==> src/design/lmbs_pkg.sv <==
package lmbs_pkg;

	// fixed field widths
	localparam int PLANE_W       = 2;
	localparam int ROW_W         = 4;
	localparam int BYTE_W        = 8;
	localparam int HI_BITS_W     = 2;
	localparam int COL_W         = BYTE_W + HI_BITS_W;
	localparam int TICK_W        = 9;
	localparam int CFG_IDX_W     = 2;
	localparam int BYTES_PER_ROW = 2;

	// stream payload widths, padded to whole bytes
	localparam int IN_FIELDS_W  = PLANE_W + ROW_W + 1 + BYTE_W;
	localparam int IN_TDATA_W   = ((IN_FIELDS_W + 7) / 8) * 8;
	localparam int OUT_FIELDS_W = COL_W + 1 + 1 + ROW_W + PLANE_W;
	localparam int OUT_TDATA_W  = ((OUT_FIELDS_W + 7) / 8) * 8;

	// parameter defaults
	localparam int DEF_NUM_PLANES      = 3;
	localparam int DEF_NUM_MATRIX_ROWS = 16;

	// reset values and period bounds
	localparam logic [TICK_W-1:0] FIRST_PERIOD  = TICK_W'(21);
	localparam logic [TICK_W-1:0] PLANE0_RST    = TICK_W'(12);
	localparam logic [TICK_W-1:0] PLANE1_RST    = TICK_W'(20);
	localparam logic [TICK_W-1:0] PLANE2_RST    = TICK_W'(50);
	localparam logic [TICK_W-1:0] PERIOD_MAX    = TICK_W'(256);
	localparam logic [TICK_W-1:0] PERIOD_MIN    = TICK_W'(1);

	typedef enum logic [CFG_IDX_W-1:0] {
		REG_RUN_ENABLE   = 2'd0,
		REG_PLANE0_TICKS = 2'd1,
		REG_PLANE1_TICKS = 2'd2,
		REG_PLANE2_TICKS = 2'd3
	} cfg_reg_t;

	typedef enum logic {
		OP_TICK  = 1'b0,
		OP_WRITE = 1'b1
	} opcode_t;

	// scan event handed from the controller to the output stage
	typedef struct packed {
		logic               fire;
		logic               clocked;
		logic               marker;
		logic [ROW_W-1:0]   row;
		logic [PLANE_W-1:0] plane;
		logic               byte0_ok;
		logic               byte1_ok;
	} scan_evt_t;

	// zero counts as one tick, anything above the maximum saturates
	function automatic logic [TICK_W-1:0] clamp_period(input logic [TICK_W-1:0] v);
		logic [TICK_W-1:0] r;
		r = v;
		if (v == '0)
			r = PERIOD_MIN;
		else if (v > PERIOD_MAX)
			r = PERIOD_MAX;
		return r;
	endfunction

endpackage

==> src/design/lmbs_ram.sv <==
module lmbs_ram #(
	parameter int WIDTH = 8,
	parameter int DEPTH = 48
) (
	input  logic                     clk,
	input  logic                     we,
	input  logic [$clog2(DEPTH)-1:0] waddr,
	input  logic [WIDTH-1:0]         wdata,
	input  logic                     re,
	input  logic [$clog2(DEPTH)-1:0] raddr,
	output logic [WIDTH-1:0]         rdata
);

	logic [WIDTH-1:0] mem [DEPTH];

	// one write port, one registered read port
	always_ff @(posedge clk) begin
		if (we)
			mem[waddr] <= wdata;
		if (re)
			rdata <= mem[raddr];
	end

endmodule

==> src/design/lmbs_scan_ctrl.sv <==
module lmbs_scan_ctrl
	import lmbs_pkg::*;
#(
	parameter int NUM_PLANES      = DEF_NUM_PLANES,
	parameter int NUM_MATRIX_ROWS = DEF_NUM_MATRIX_ROWS,
	parameter int DEPTH           = NUM_PLANES * NUM_MATRIX_ROWS,
	parameter int ADDR_W          = $clog2(DEPTH)
) (
	input  logic                 clk,
	input  logic                 arst_n,
	input  logic                 cfg_we,
	input  logic [CFG_IDX_W-1:0] cfg_index,
	input  logic [TICK_W-1:0]    cfg_data,
	input  logic                 acc,
	input  logic                 opcode,
	input  logic [PLANE_W-1:0]   plane_sel,
	input  logic [ROW_W-1:0]     row_sel,
	input  logic                 byte_sel,
	output scan_evt_t            evt,
	output logic [ADDR_W-1:0]    rd_addr,
	output logic                 wr0_en,
	output logic                 wr1_en,
	output logic [ADDR_W-1:0]    wr_addr
);

	logic                  run_enable_q;
	logic [TICK_W-1:0]     plane_ticks_q [3];
	logic [TICK_W-1:0]     period_q;
	logic [PLANE_W-1:0]    plane_q;
	logic [ROW_W-1:0]      row_q;
	logic [DEPTH-1:0]      valid0_q;
	logic [DEPTH-1:0]      valid1_q;

	logic                  is_tick;
	logic                  expire;
	logic                  plane_wrap;
	logic [PLANE_W:0]      plane_inc;
	logic [ROW_W:0]        row_inc;
	logic [PLANE_W-1:0]    nxt_plane;
	logic [ROW_W-1:0]      nxt_row;
	logic                  wr_ok;

	// tick decode and next scan position
	always_comb begin
		is_tick    = acc && (opcode_t'(opcode) == OP_TICK) && run_enable_q;
		expire     = is_tick && (period_q <= PERIOD_MIN);
		plane_inc  = {1'b0, plane_q} + (PLANE_W+1)'(1);
		plane_wrap = 32'(plane_inc) >= NUM_PLANES;
		row_inc    = {1'b0, row_q} + (ROW_W+1)'(1);
		nxt_plane  = plane_wrap ? '0 : plane_inc[PLANE_W-1:0];
		nxt_row    = row_q;
		if (plane_wrap)
			nxt_row = (32'(row_inc) >= NUM_MATRIX_ROWS) ? '0 : row_inc[ROW_W-1:0];
		rd_addr = ADDR_W'(32'(nxt_plane) * NUM_MATRIX_ROWS + 32'(nxt_row));
	end

	// frame store write decode
	always_comb begin
		wr_ok   = acc && (opcode_t'(opcode) == OP_WRITE)
		          && (32'(plane_sel) < NUM_PLANES) && (32'(row_sel) < NUM_MATRIX_ROWS);
		wr_addr = ADDR_W'(32'(plane_sel) * NUM_MATRIX_ROWS + 32'(row_sel));
		wr0_en  = wr_ok && !byte_sel;
		wr1_en  = wr_ok && byte_sel;
	end

	// event for the output stage
	always_comb begin
		evt.fire     = expire;
		evt.clocked  = plane_wrap;
		evt.marker   = plane_wrap && (nxt_row == '0);
		evt.row      = nxt_row;
		evt.plane    = nxt_plane;
		evt.byte0_ok = valid0_q[rd_addr];
		evt.byte1_ok = valid1_q[rd_addr];
	end

	// configuration registers
	always_ff @(posedge clk or negedge arst_n) begin
		if (!arst_n) begin
			run_enable_q     <= 1'b1;
			plane_ticks_q[0] <= PLANE0_RST;
			plane_ticks_q[1] <= PLANE1_RST;
			plane_ticks_q[2] <= PLANE2_RST;
		end else if (cfg_we) begin
			case (cfg_reg_t'(cfg_index))
				REG_RUN_ENABLE:   run_enable_q     <= cfg_data[0];
				REG_PLANE0_TICKS: plane_ticks_q[0] <= cfg_data;
				REG_PLANE1_TICKS: plane_ticks_q[1] <= cfg_data;
				REG_PLANE2_TICKS: plane_ticks_q[2] <= cfg_data;
				default:          run_enable_q     <= run_enable_q;
			endcase
		end
	end

	// period counter and scan position
	always_ff @(posedge clk or negedge arst_n) begin
		if (!arst_n) begin
			period_q <= FIRST_PERIOD;
			plane_q  <= '0;
			row_q    <= '0;
		end else if (expire) begin
			plane_q  <= nxt_plane;
			row_q    <= nxt_row;
			period_q <= clamp_period(plane_ticks_q[nxt_plane]);
		end else if (is_tick) begin
			period_q <= period_q - TICK_W'(1);
		end
	end

	// written marks, an unwritten entry reads as zero
	always_ff @(posedge clk or negedge arst_n) begin
		if (!arst_n) begin
			valid0_q <= '0;
			valid1_q <= '0;
		end else begin
			if (wr0_en)
				valid0_q[wr_addr] <= 1'b1;
			if (wr1_en)
				valid1_q[wr_addr] <= 1'b1;
		end
	end

`ifndef SYNTH
	a_period_range: assert property (@(posedge clk) disable iff (!arst_n)
		(period_q != '0) && (period_q <= PERIOD_MAX))
		else $error("period counter out of range");

	a_plane_range: assert property (@(posedge clk) disable iff (!arst_n)
		32'(plane_q) < NUM_PLANES)
		else $error("plane position beyond plane count");

	a_clock_on_wrap: assert property (@(posedge clk) disable iff (!arst_n)
		evt.fire && evt.clocked |=> (plane_q == '0) && (row_q != $past(row_q)))
		else $error("row clock without plane wrap and row step");
`endif

endmodule

==> src/design/lmbs_out_stage.sv <==
module lmbs_out_stage
	import lmbs_pkg::*;
(
	input  logic                   clk,
	input  logic                   arst_n,
	input  scan_evt_t              evt,
	input  logic [BYTE_W-1:0]      rd0,
	input  logic [HI_BITS_W-1:0]   rd1,
	input  logic                   m_tready,
	output logic                   m_tvalid,
	output logic [OUT_TDATA_W-1:0] m_tdata,
	output logic                   s_tready
);

	logic               fire_s1;
	scan_evt_t          evt_s1;
	logic               out_v_q;
	logic [COL_W-1:0]   cols_q;
	logic               clocked_q;
	logic               marker_q;
	logic [ROW_W-1:0]   row_q;
	logic [PLANE_W-1:0] plane_q;
	logic               out_free;

	// input side stalls only when a read result cannot move on
	always_comb begin
		out_free = !out_v_q || m_tready;
		s_tready = !(fire_s1 && !out_free);
	end

	// read stage: waits on the memory data
	always_ff @(posedge clk or negedge arst_n) begin
		if (!arst_n)
			fire_s1 <= 1'b0;
		else if (s_tready)
			fire_s1 <= evt.fire;
	end

	always_ff @(posedge clk) begin
		if (s_tready)
			evt_s1 <= evt;
	end

	// output register
	always_ff @(posedge clk or negedge arst_n) begin
		if (!arst_n)
			out_v_q <= 1'b0;
		else if (out_free)
			out_v_q <= fire_s1;
	end

	always_ff @(posedge clk) begin
		if (out_free && fire_s1) begin
			cols_q    <= {rd1 & {HI_BITS_W{evt_s1.byte1_ok}}, rd0 & {BYTE_W{evt_s1.byte0_ok}}};
			clocked_q <= evt_s1.clocked;
			marker_q  <= evt_s1.marker;
			row_q     <= evt_s1.row;
			plane_q   <= evt_s1.plane;
		end
	end

	assign m_tvalid = out_v_q;
	assign m_tdata  = OUT_TDATA_W'({plane_q, row_q, marker_q, clocked_q, cols_q});

`ifndef SYNTH
	a_hold_s1: assert property (@(posedge clk) disable iff (!arst_n)
		fire_s1 && !out_free |=> fire_s1)
		else $error("pending read result dropped");

	a_move_s1: assert property (@(posedge clk) disable iff (!arst_n)
		fire_s1 && out_free |=> out_v_q)
		else $error("read result not loaded into output register");

	a_marker_row: assert property (@(posedge clk) disable iff (!arst_n)
		out_v_q && marker_q |-> clocked_q && (row_q == '0))
		else $error("row marker outside row zero clock");
`endif

endmodule

==> src/design/led_matrix_bitplane_scanner_core.sv <==
// channel  dir  signals                          content
// s        in   s_tvalid s_tready s_tdata s_tuser  tick or frame store byte write
// m        out  m_tvalid m_tready m_tdata          column bits and scan position
// cfg      in   cfg_we cfg_index cfg_data          run enable and plane periods
//
// one request per cycle while s_tready is high; a period expiry result passes the
// frame store read, then the output register, before it leaves
// reset loads counters and configuration with their reset values and clears the frame store written marks
// s_tready drops only while a result sits in the read stage and the output
// register is full and not taken
module led_matrix_bitplane_scanner_core
	import lmbs_pkg::*;
#(
	parameter int NUM_PLANES      = DEF_NUM_PLANES,
	parameter int NUM_MATRIX_ROWS = DEF_NUM_MATRIX_ROWS
) (
	input  logic                   clk,
	input  logic                   arst_n,
	input  logic                   s_tvalid,
	output logic                   s_tready,
	// plane_sel, row_sel, byte_sel, data_byte, zero pad
	input  logic [IN_TDATA_W-1:0]  s_tdata,
	// opcode
	input  logic                   s_tuser,
	output logic                   m_tvalid,
	input  logic                   m_tready,
	// columns, row_clock_pulse, row_marker_low, current_row, current_plane, zero pad
	output logic [OUT_TDATA_W-1:0] m_tdata,
	input  logic                   cfg_we,
	input  logic [CFG_IDX_W-1:0]   cfg_index,
	input  logic [TICK_W-1:0]      cfg_data
);

	localparam int DEPTH  = NUM_PLANES * NUM_MATRIX_ROWS;
	localparam int ADDR_W = $clog2(DEPTH);

	logic                 acc;
	scan_evt_t            evt;
	logic [ADDR_W-1:0]    rd_addr;
	logic [ADDR_W-1:0]    wr_addr;
	logic                 wr0_en;
	logic                 wr1_en;
	logic [PLANE_W-1:0]   plane_sel;
	logic [ROW_W-1:0]     row_sel;
	logic                 byte_sel;
	logic [BYTE_W-1:0]    data_byte;
	logic [BYTE_W-1:0]    rd0;
	logic [HI_BITS_W-1:0] rd1;

	// request fields
	assign acc       = s_tvalid && s_tready;
	assign plane_sel = s_tdata[PLANE_W-1:0];
	assign row_sel   = s_tdata[PLANE_W +: ROW_W];
	assign byte_sel  = s_tdata[PLANE_W+ROW_W];
	assign data_byte = s_tdata[PLANE_W+ROW_W+1 +: BYTE_W];

	lmbs_scan_ctrl #(
		.NUM_PLANES      (NUM_PLANES),
		.NUM_MATRIX_ROWS (NUM_MATRIX_ROWS),
		.DEPTH           (DEPTH),
		.ADDR_W          (ADDR_W)
	) u_ctrl (
		.clk       (clk),
		.arst_n    (arst_n),
		.cfg_we    (cfg_we),
		.cfg_index (cfg_index),
		.cfg_data  (cfg_data),
		.acc       (acc),
		.opcode    (s_tuser),
		.plane_sel (plane_sel),
		.row_sel   (row_sel),
		.byte_sel  (byte_sel),
		.evt       (evt),
		.rd_addr   (rd_addr),
		.wr0_en    (wr0_en),
		.wr1_en    (wr1_en),
		.wr_addr   (wr_addr)
	);

	// low column byte of each plane and row
	lmbs_ram #(
		.WIDTH (BYTE_W),
		.DEPTH (DEPTH)
	) u_store0 (
		.clk   (clk),
		.we    (wr0_en),
		.waddr (wr_addr),
		.wdata (data_byte),
		.re    (evt.fire),
		.raddr (rd_addr),
		.rdata (rd0)
	);

	// high column bits, only the two that drive columns are kept
	lmbs_ram #(
		.WIDTH (HI_BITS_W),
		.DEPTH (DEPTH)
	) u_store1 (
		.clk   (clk),
		.we    (wr1_en),
		.waddr (wr_addr),
		.wdata (data_byte[HI_BITS_W-1:0]),
		.re    (evt.fire),
		.raddr (rd_addr),
		.rdata (rd1)
	);

	lmbs_out_stage u_out (
		.clk      (clk),
		.arst_n   (arst_n),
		.evt      (evt),
		.rd0      (rd0),
		.rd1      (rd1),
		.m_tready (m_tready),
		.m_tvalid (m_tvalid),
		.m_tdata  (m_tdata),
		.s_tready (s_tready)
	);

endmodule
==> config.mk <==
export PLATFORM = sky130hd
export DESIGN_NAME = led_matrix_bitplane_scanner_core
export DESIGN_NICKNAME = d
export VERILOG_FILES = /design/src/design/lmbs_pkg.sv /design/src/design/lmbs_ram.sv /design/src/design/lmbs_scan_ctrl.sv /design/src/design/lmbs_out_stage.sv /design/src/design/led_matrix_bitplane_scanner_core.sv
export SDC_FILE = /design/constraint.sdc
export NUM_CORES = 1
export LEC_CHECK = 0
export BUFFER_PORTS_ARGS = -buffer_cell sky130_fd_sc_hd__buf_2
export CORE_UTILIZATION = 59
export CTS_CLUSTER_DIAMETER = 80
export DETAILED_ROUTE_END_ITERATION = 6
export HOLD_SLACK_MARGIN = 0.03
export MAX_ROUTING_LAYER = met4
export PLACE_DENSITY = 0.76
export REMOVE_ABC_BUFFERS = 1
export SKIP_CTS_REPAIR_TIMING = 1
export SLEW_MARGIN = 20
export SYNTH_ARGS = -nofsm -noshare
export SYNTH_HDL_FRONTEND = slang
export SYNTH_SLANG_ARGS = --single-unit
==> constraint.sdc <==
create_clock -name clk -period 5.64 [get_ports clk]
set_input_delay 0.564 -clock clk [delete_from_list [all_inputs] [get_ports clk]]
set_output_delay 0.564 -clock clk [all_outputs]
set_load 0.02 [all_outputs]
[Yosys cells after proc, flatten, opt, wreduce, memory -nomap -nowiden]
Memories as Yosys holds them, arrays and structs flattened. A register that Yosys moved wholly into a read port is not among the register bits.
Cells that the tools add are included.
Word-level totals
  memories: 2
  register bits after elaboration: 169
  bits in writable memories: 480
Memories
  u_store0.mem: words 48, width 8, read ports 1, clocked after Yosys merged registers in 1, write ports 1, line lmbs_ram.sv:14  | logic [WIDTH-1:0] mem [DEPTH];
  u_store1.mem: words 48, width 2, read ports 1, clocked after Yosys merged registers in 1, write ports 1, line lmbs_ram.sv:14
Cells by class
  magnitude comparators: 9
  add/subtract/negate cells: 5
  eq/ne operators: 3
  bitwise operators: 6
  mux-type cells: 20
  reductions and logical operators: 25
Operators by type and width (number)
  OR 48 bit: 2
  two-way mux 9 bit: 6
  binary-select mux 9 bit (select 2 bit): 1
  < comparator 6 x 7 -> 1 bit (second input constant): 2
  adder 6 x 4 -> 6 bit: 2
  binary-select mux 1 bit (select 6 bit): 2
  logical AND 1 bit: 12
  greater-than comparator 9 bit (second input constant): 1
  <= comparator 9 x 1 -> 1 bit (second input constant): 1
  zero test 9 bit: 1
  subtractor 9 x 1 -> 9 bit (second input constant): 1
  bitwise AND 8 bit: 1
  two-way mux 4 bit: 2
  AND reduction 2 bit: 4
  two-way mux 1 bit: 7
  demux 1 bit (select 6 bit): 1
  greater-or-equal comparator 6 x 1 -> 1 bit (second input constant): 1
  adder 4 x 1 -> 5 bit (second input constant): 1
  greater-or-equal comparator 5 bit (second input constant): 1
  equality test 2 bit (second input constant): 2
  zero test 1 bit: 4
  zero test 4 bit: 1
  adder 2 x 1 -> 3 bit (second input constant): 1
  greater-or-equal comparator 3 x 2 -> 1 bit (second input constant): 1
  10 further kinds: 10

[Depth between registers and ports, before layout]
Gate-level depths: netlist of the first run.
  depth in word-level cells: 11
  gate-level depth with buffers: 12
  mapped depth without buffers: 10

[Hierarchy]
A second synthesis of the first run with hierarchy kept.
Second synthesis, totals
  cells, all modules: 1675
  area, all modules: 27323.7 sq um
By module, submodules not included
  lmbs_ram (u_store0): area each 15429.8 sq um, cells an instance 793, sequential area each 11771.3 sq um, instances 1
  lmbs_scan_ctrl: area each 6708.9 sq um, cells an instance 594, sequential area each 3492.1 sq um, instances 1
  lmbs_ram (u_store1): area each 4121.5 sq um, cells an instance 232, sequential area each 2942.8 sq um, instances 1
  lmbs_out_stage: area each 1057.3 sq um, cells an instance 55, sequential area each 890.9 sq um, instances 1
  led_matrix_bitplane_scanner_core: area each 6.3 sq um, cells an instance 1, sequential area each 0.0 sq um, instances 1

[Worst setup path before layout of the first run]
Ideal clock, no wire load.
  kind: input port to flip-flop
  from: in m_tready
  to: reg u_ctrl.period_q[4]
  required time: 5563 ps
  library setup time: 77 ps
  path slack: 2742 ps
  arrival time: 2820 ps
  cell stages on the path: 8
  path through: nand3b_1 > nand4b_1 > or2_2 > clkbuf_1 > clkinv_1 > nor2_1 > a41oi_1 > o21a_1
RTL lines
  from (decl): line led_matrix_bitplane_scanner_core.sv:26  | input logic m_tready,
  to (signal assigned): line lmbs_scan_ctrl.sv:104  | period_q <= clamp_period(plane_ticks_q[nxt_plane]);
  to (signal assigned): line lmbs_scan_ctrl.sv:106  | period_q <= period_q - TICK_W'(1);
  to (decl): line lmbs_scan_ctrl.sv:28  | logic [TICK_W-1:0] period_q;

[Worst setup path after layout of the first run]
  from: reg u_ctrl.plane_q[1]
  to: reg u_store1.rdata[1], read port of u_store1.mem, data pin
Between the ends
  longest elaborated chain between the ends: 4
  elaborated cells between the ends (all ways): 5
  classes of those cells: add/sub (2); order compare (1); mux (2)
Ends and longest elaborated chain
  from (decl): line lmbs_scan_ctrl.sv:29  | logic [PLANE_W-1:0] plane_q;
  from (signal assigned): line lmbs_scan_ctrl.sv:102  | plane_q <= nxt_plane;
  adder 2 x 1 -> 3 bit *: line lmbs_scan_ctrl.sv:47  | plane_inc = {1'b0, plane_q} + (PLANE_W+1)'(1);
  greater-or-equal comparator 3 x 2 -> 1 bit: line lmbs_scan_ctrl.sv:48  | plane_wrap = 32'(plane_inc) >= NUM_PLANES;
  two-way mux 4 bit or two-way mux 2 bit (tied branches): line lmbs_scan_ctrl.sv:52, lmbs_scan_ctrl.sv:50
  adder 6 x 4 -> 6 bit *: line lmbs_scan_ctrl.sv:54  | rd_addr = ADDR_W'(32'(nxt_plane) * NUM_MATRIX_ROWS + 32'(nxt_row));
  to (decl): line lmbs_ram.sv:11  | output logic [WIDTH-1:0] rdata
Every way passes the cells marked *; elsewhere a longest branch is shown, timed or not.
A chain may end at the register's enable or synchronous reset.

==> results of run 1 <==
critical path, stage by stage, from the launching register on:
cell	delay, ns
dfrtp_2	0.91
xor2_1	0.43
nand2_8	0.32
inv_4	0.55
buf_4	0.34
nand2_1	0.09
a32oi_1	0.30
o311ai_0	0.19
nor4_1	0.49
o32a_1	0.27
final cells by class:
type | count | share of cell area
diodes | 2 | 0.000166
clock buffers | 80 | 0.0596
repair buffers | 97 | 0.0210
inverters | 11 | 0.00145
flip-flops and latches | 659 | 0.633
well taps | 600 | 0.0249
clock inverters | 40 | 0.0160
multi-input cells | 1214 | 0.244
kinds of logic after synthesis:
family                   Yosys count
multiplexers                     140
AO/OA/AOI/OAI                    281
XOR/XNOR                           4
flip-flops                       659
buffers and inverters            131
other                              1
AND/OR/NAND/NOR                  780
adder cells (fa/ha/maj)            3
metrics by stage:
stage	instance area, µm²	cells	worst slack [ns]	util
after floorplan	26500	1884	-1.88	-
after global placement	27900	2581	1.65	0.615
after detailed placement	27900	2581	1.53	0.615
after CTS	30100	2701	1.64	0.666
after global routing	30200	2703	1.48	0.666
final	30200	2703	1.57	0.666
cell usage after synthesis, types with 3 or more instances:
master	count
a2111oi_0	3
a21oi_1	53
a221oi_1	8
a2bb2oi_1	10
a311oi_1	5
a31oi_1	8
a32o_1	10
a32oi_1	18
and2_1	11
and3_1	10
buf_1	6
buf_2	53
buf_4	11
clkbuf_1	50
dfrtp_1	130
dfstp_2	11
edfxtp_1	518
ha_1	3
inv_1	7
mux2_2	51
mux2i_1	67
mux4_2	22
nand2_1	388
nand2b_1	4
nand3_1	109
nand3b_1	6
nand4_1	11
nor2_1	141
nor2b_1	5
nor3_1	6
nor4_1	22
o2111ai_1	9
o21a_1	3
o21ai_0	32
o21bai_1	49
o221ai_1	13
o22a_1	3
o22ai_1	22
o311ai_0	10
o32a_1	9
or2_2	49
or3_1	4
xor2_1	3
power by group:
| group | leakage, µW | switching (µW) | internal, µW |
|---|---|---|---|
| sequential | 0.00653 | 129 | 5440 |
| clock | 0.00111 | 1850 | 2700 |
| combinational | 0.00340 | 1150 | 604 |
| total | 0.0110 | 3120 | 8750 |
path summary, 6_finish.rpt:
path,depth (start not counted),endpoint,slack [ns],from
min,1,u_ctrl.valid1_q[30],0.04,arst_n
min reg2reg,0,u_out.row_q[3],0.42,u_out.evt_s1[7]
max,9,u_store1.rdata[1],1.57,u_ctrl.plane_q[1]
max reg2reg,9,u_store1.rdata[1],1.57,u_ctrl.plane_q[1]
min in group clk,2,u_ctrl.plane_ticks_q[25],0.22,cfg_data[7]
max in group asynchronous,2,u_ctrl.plane_q[1],4.33,arst_n
metal layers:
layer	routed length, µm	part of all wire	vias to the layer above
li1	-	-	7519
met2	31900	0.48	1004
met1	26200	0.39	8653
met3	6530	0.097	172
met5	0	0	-
met4	2400	0.036	0
sequential cells by signal (all words and copies together), names as in the netlist:
name and cells:
u_out.cols_q 10, u_store1.mem 96, u_out.marker_q 1, u_store0.mem 384
u_out.evt_s1 10, u_out.m_tvalid 1, u_out.row_q 4, u_ctrl.run_enable_q 1
u_ctrl.plane_q 2, u_store0.rdata 8, u_ctrl.period_q 9, u_out.fire_s1 1
u_ctrl.valid0_q 48, u_out.plane_q 2, u_store1.rdata 2, u_ctrl.valid1_q 48
u_out.clocked_q 1, u_ctrl.plane_ticks_q 27, u_ctrl.row_q 4
==> impl_metrics.tcl, run 1 <==
set metrics [dict create \
    status "complete, no violations" \
    cap_violations 0 \
    period_minus_slack_ns 4.07 \
    grt_antenna_before_repair 2 \
    routedWlPerCell_um 24.8 \
    final_nets 2085 \
    finalSetupTns_ns 0 \
    synth_top_area_share 0.576 \
    die_area_um2 46600 \
    synthDistinctLibCells 70 \
    synth_top_family_by_area "simple AND/OR/NAND/NOR gates" \
    holdWs_ns 0.0385 \
    use_met2 0.462 \
    final_antenna_net_count 0 \
    finalHoldViolCount 0 \
    min_path_type "input pin to async pin" \
    routed-via-count 17348 \
    yosys.area_share.adder 0.00139 \
    synthMuxAreaShare 0.0645 \
    synth-main-ff-cell "edfxtp_1" \
    cts_buffer_depth 3 \
    peakVddDrop_uv 336 \
    critPathCaptureType "register" \
    fp.coreArea_um2 45300 \
    grt_usage 0.299 \
    ys_top_cells_by_area "edfxtp_1, dfrtp_1, nand2_1" \
    cp-start-kind "register" \
    cts_max_level 3 \
    drc 0 \
    synth_top_area_cell "edfxtp_1" \
    multi_input_area_um2 7340 \
    rows 78 \
    gr-usage-met3 0.0565 \
    layout_common_cells "edfxtp_1, nand2_1, nor2_1" \
    async_reset_ff_frac 0.214 \
    relSlewSlack 0.263 \
    power_uw 11900 \
    n_fill_cell 3108 \
    final_common_cell "edfxtp_1" \
    finClkSkew_ns 0.0253 \
    worst_pin_slew_ns 1.11 \
    cts_tree "done" \
    synth_compound_area_frac 0.0753 \
    place_congestion 0.886 \
    dpl.hpwl_um 40300 \
    power_density_nw_per_um2 394 \
    wirelength_um 67100 \
    cts_root_buf "clkbuf_16" \
    synth_simple_gate_area_frac 0.128 \
    synth_area_per_cell_um2 13.5 \
    fp.dieH_um 216 \
    drive_gt1_frac 0.167 \
    vias_per_cell 6.42 \
    p_leak_uw 0.0110 \
    drt-initial-drc-count 1927 \
    synth_warnings 0 \
    critPathRequiredTime_ns 6.11 \
    area_growth_pct 11.7 \
    grt_pass1_wl_um 101000 \
    worstSetupPathType "register to register" \
    fmax_mhz 246 \
    postSynthCellCount 1999 \
    syn_area_um2 27000 \
    numPortBuffers 51 \
    ys_ff_latch 659 \
    cts.sinks 659 \
    ioPinCount 59 \
    cts-buffers-inserted 66 \
    insertion_delay_ns 0.60 \
    setup_viol 0 \
    synth-xor-area-share 0.00158 \
    clkTransAtPathRegs_ns 0.07 \
    die_w_um 216 \
    firstDrtPassIters 7 \
    finalCritPeriodShare 0.722 \
    use_met1 0.393 \
    overflow 0 \
    worstPathArrival_ns 4.54 \
    yosysSeqAreaShare 0.707 \
    final_max_slew_viol_count 0 \
    regArea_um2 19100 \
    grt_pass1_vias 16911 \
    initial_core_util 0.596 \
    busiest_layer "met2" \
    synth-edff-count 518 \
    crit_fanout 50 \
    rsz0062_at_grt "no" \
    grt_max_degree 97 \
]
No activity file was read; power rests on OpenSTA's default activity.
==> inputs of run 2 (changes only) <==
==> constraint.sdc (replaced) <==
create_clock -name clk -period 3.8 [get_ports clk]
set_input_delay 0.38 -clock clk [delete_from_list [all_inputs] [get_ports clk]]
set_output_delay 0.38 -clock clk [all_outputs]
set_load 0.02 [all_outputs]
==> impl_metrics.tcl, run 2 (synthesized netlist as in run 1, its figures left out) <==
set metrics [dict create \
    cts.sinks 659 \
    ioPinCount 59 \
    cts-buffers-inserted 61 \
    rows 78 \
    routedWlPerCell_um 24.6 \
    grt_pass1_wl_um 101000 \
    final_antenna_net_count 0 \
    place_congestion 0.912 \
    use_met1 0.410 \
    die_area_um2 46600 \
    vias_per_cell 6.35 \
    final_common_cell "edfxtp_1" \
    drt-initial-drc-count 2347 \
    top_regs "u_store0.mem (384), u_store1.mem (96)" \
    grt_usage 0.298 \
    regArea_um2 19100 \
    period_minus_slack_ns 3.48 \
    use_met2 0.461 \
    finalCritPeriodShare 0.917 \
    fmax_mhz 287 \
    cap_violations 0 \
    min_path_type "input pin to register" \
    rsz0062_at_grt "no" \
    cts_buffer_depth 3 \
    firstDrtPassIters 6 \
    multi_input_area_um2 7340 \
    area_growth_pct 12.5 \
    holdWs_ns 0.0227 \
    die_w_um 216 \
    relSlewSlack 0.269 \
    critPathCaptureType "register" \
    cp-start-kind "register" \
    fp.coreArea_um2 45300 \
    cts_root_buf "clkbuf_16" \
    finalHoldViolCount 0 \
    layout.cells.non_filler 2718 \
    path_cells "ha_1 -> xor2_2 -> a32oi_1 -> nor3_2 -> nand3_1 -> nand4_1 -> nor4_1 -> buf_4 -> o32a_1" \
    grt_antenna_before_repair 0 \
    n_fill_cell 3043 \
    gr-usage-met3 0.0454 \
    largest_reg_flops 384 \
    overflow 0 \
    peakVddDrop_uv 489 \
    status "complete, no violations" \
    critPathRequiredTime_ns 4.17 \
    cts_max_level 2 \
    routed-via-count 17260 \
    wirelength_um 66900 \
    worst_pin_slew_ns 1.09 \
    grt_max_degree 85 \
    drc 0 \
    grt_pass1_vias 17044 \
    power_uw 17700 \
    drive_gt1_frac 0.172 \
    crit_fanout 10 \
    finClkSkew_ns 0.0217 \
    insertion_delay_ns 0.63 \
    worstPathArrival_ns 3.85 \
    crit_path_max_incr_delay_ns 0.80 \
    initial_core_util 0.596 \
    layout_common_cells "edfxtp_1, nand2_1, nor2_1" \
    cts_tree "done" \
    crit_slowest_cell "nor3_2" \
    dpl.hpwl_um 41900 \
    p_leak_uw 0.0112 \
    fp.dieH_um 216 \
    n_antenna_cell 0 \
    placed_cells 2598 \
    busiest_layer "met2" \
    numPortBuffers 51 \
    worstSetupPathType "register to register" \
    clkTransAtPathRegs_ns 0.07 \
    power_density_nw_per_um2 583 \
    final_max_slew_viol_count 0 \
    final_nets 2102 \
    setup_viol 0 \
    top_register "u_store0.mem" \
]
-- run 2: cell types whose count changed in the layout (fill, tap and decap cells not counted), moves of 4 or more --
cell	delta
buf_12	+4
buf_4	+13
bufinv_16	+5
clkbuf_16	-4
clkinv_1	-6
dlygate4sd3_1	+5
-- run 2: worst paths after layout --
check | start | end | slack (ns) | cells after the start
worst max-delay path | u_ctrl.row_q[1] | u_store0.rdata[2] | 0.32 | 9
worst min-delay path | cfg_data[5] | u_ctrl.plane_ticks_q[23] | 0.02 | 2
worst max register to register | u_ctrl.row_q[1] | u_store0.rdata[2] | 0.32 | 9
worst min register to register | u_out.evt_s1[4] | u_out.row_q[0] | 0.42 | 0
max in group asynchronous | arst_n | u_ctrl.valid0_q[9] | 2.64 | 3
min in group asynchronous | arst_n | u_ctrl.valid1_q[40] | 0.37 | 2
-- run 2: layout make-up --
type                    instances  area share
flip-flops and latches        659       0.629
multi-input cells            1214       0.242
clock buffers                  81      0.0571
repair buffers                119      0.0283
well taps                     600      0.0247
clock inverters                34      0.0181
inverters                      11     0.00144
-- run 2: routing by layer --
| metal | routed length, µm | up-vias | part of all wire |
|---|---|---|---|
| li1 | - | 7558 | - |
| met1 | 26300 | 8636 | 0.39 |
| met2 | 32200 | 930 | 0.48 |
| met3 | 6550 | 136 | 0.098 |
| met4 | 1930 | 0 | 0.029 |
| met5 | 0 | - | 0 |
-- run 2: critical path, delay by kind of cell, from the launching register on --
kind,cells,cell delay (ns)
XOR/XNOR,1,0.34
adder cells (fa/ha/maj),1,0.41
flip-flops,1,0.52
buffers and inverters,1,0.16
AND/OR/NAND/NOR,4,1.30
AO/OA/AOI/OAI,2,0.50
-- run 2: metrics by stage --
stage               worst slack (ns)  utilization  area [µm²]  setup TNS [ns]
floorplan                      -3.72            -       26500          -46.47
global placement               0.485        0.619       28000               0
detailed placement             0.383        0.619       28000               0
CTS                            0.381        0.670       30300               0
global route                   0.221        0.671       30400               0
finish                         0.317        0.671       30400               0
-- run 2: power by group --
group	switching, µW	internal [µW]	total (µW)	leakage, µW
combinational	1660	944	2600	0.00352
sequential	205	8070	8280	0.00653
clock	2660	4160	6820	0.00112
total	4520	13200	17700	0.0112
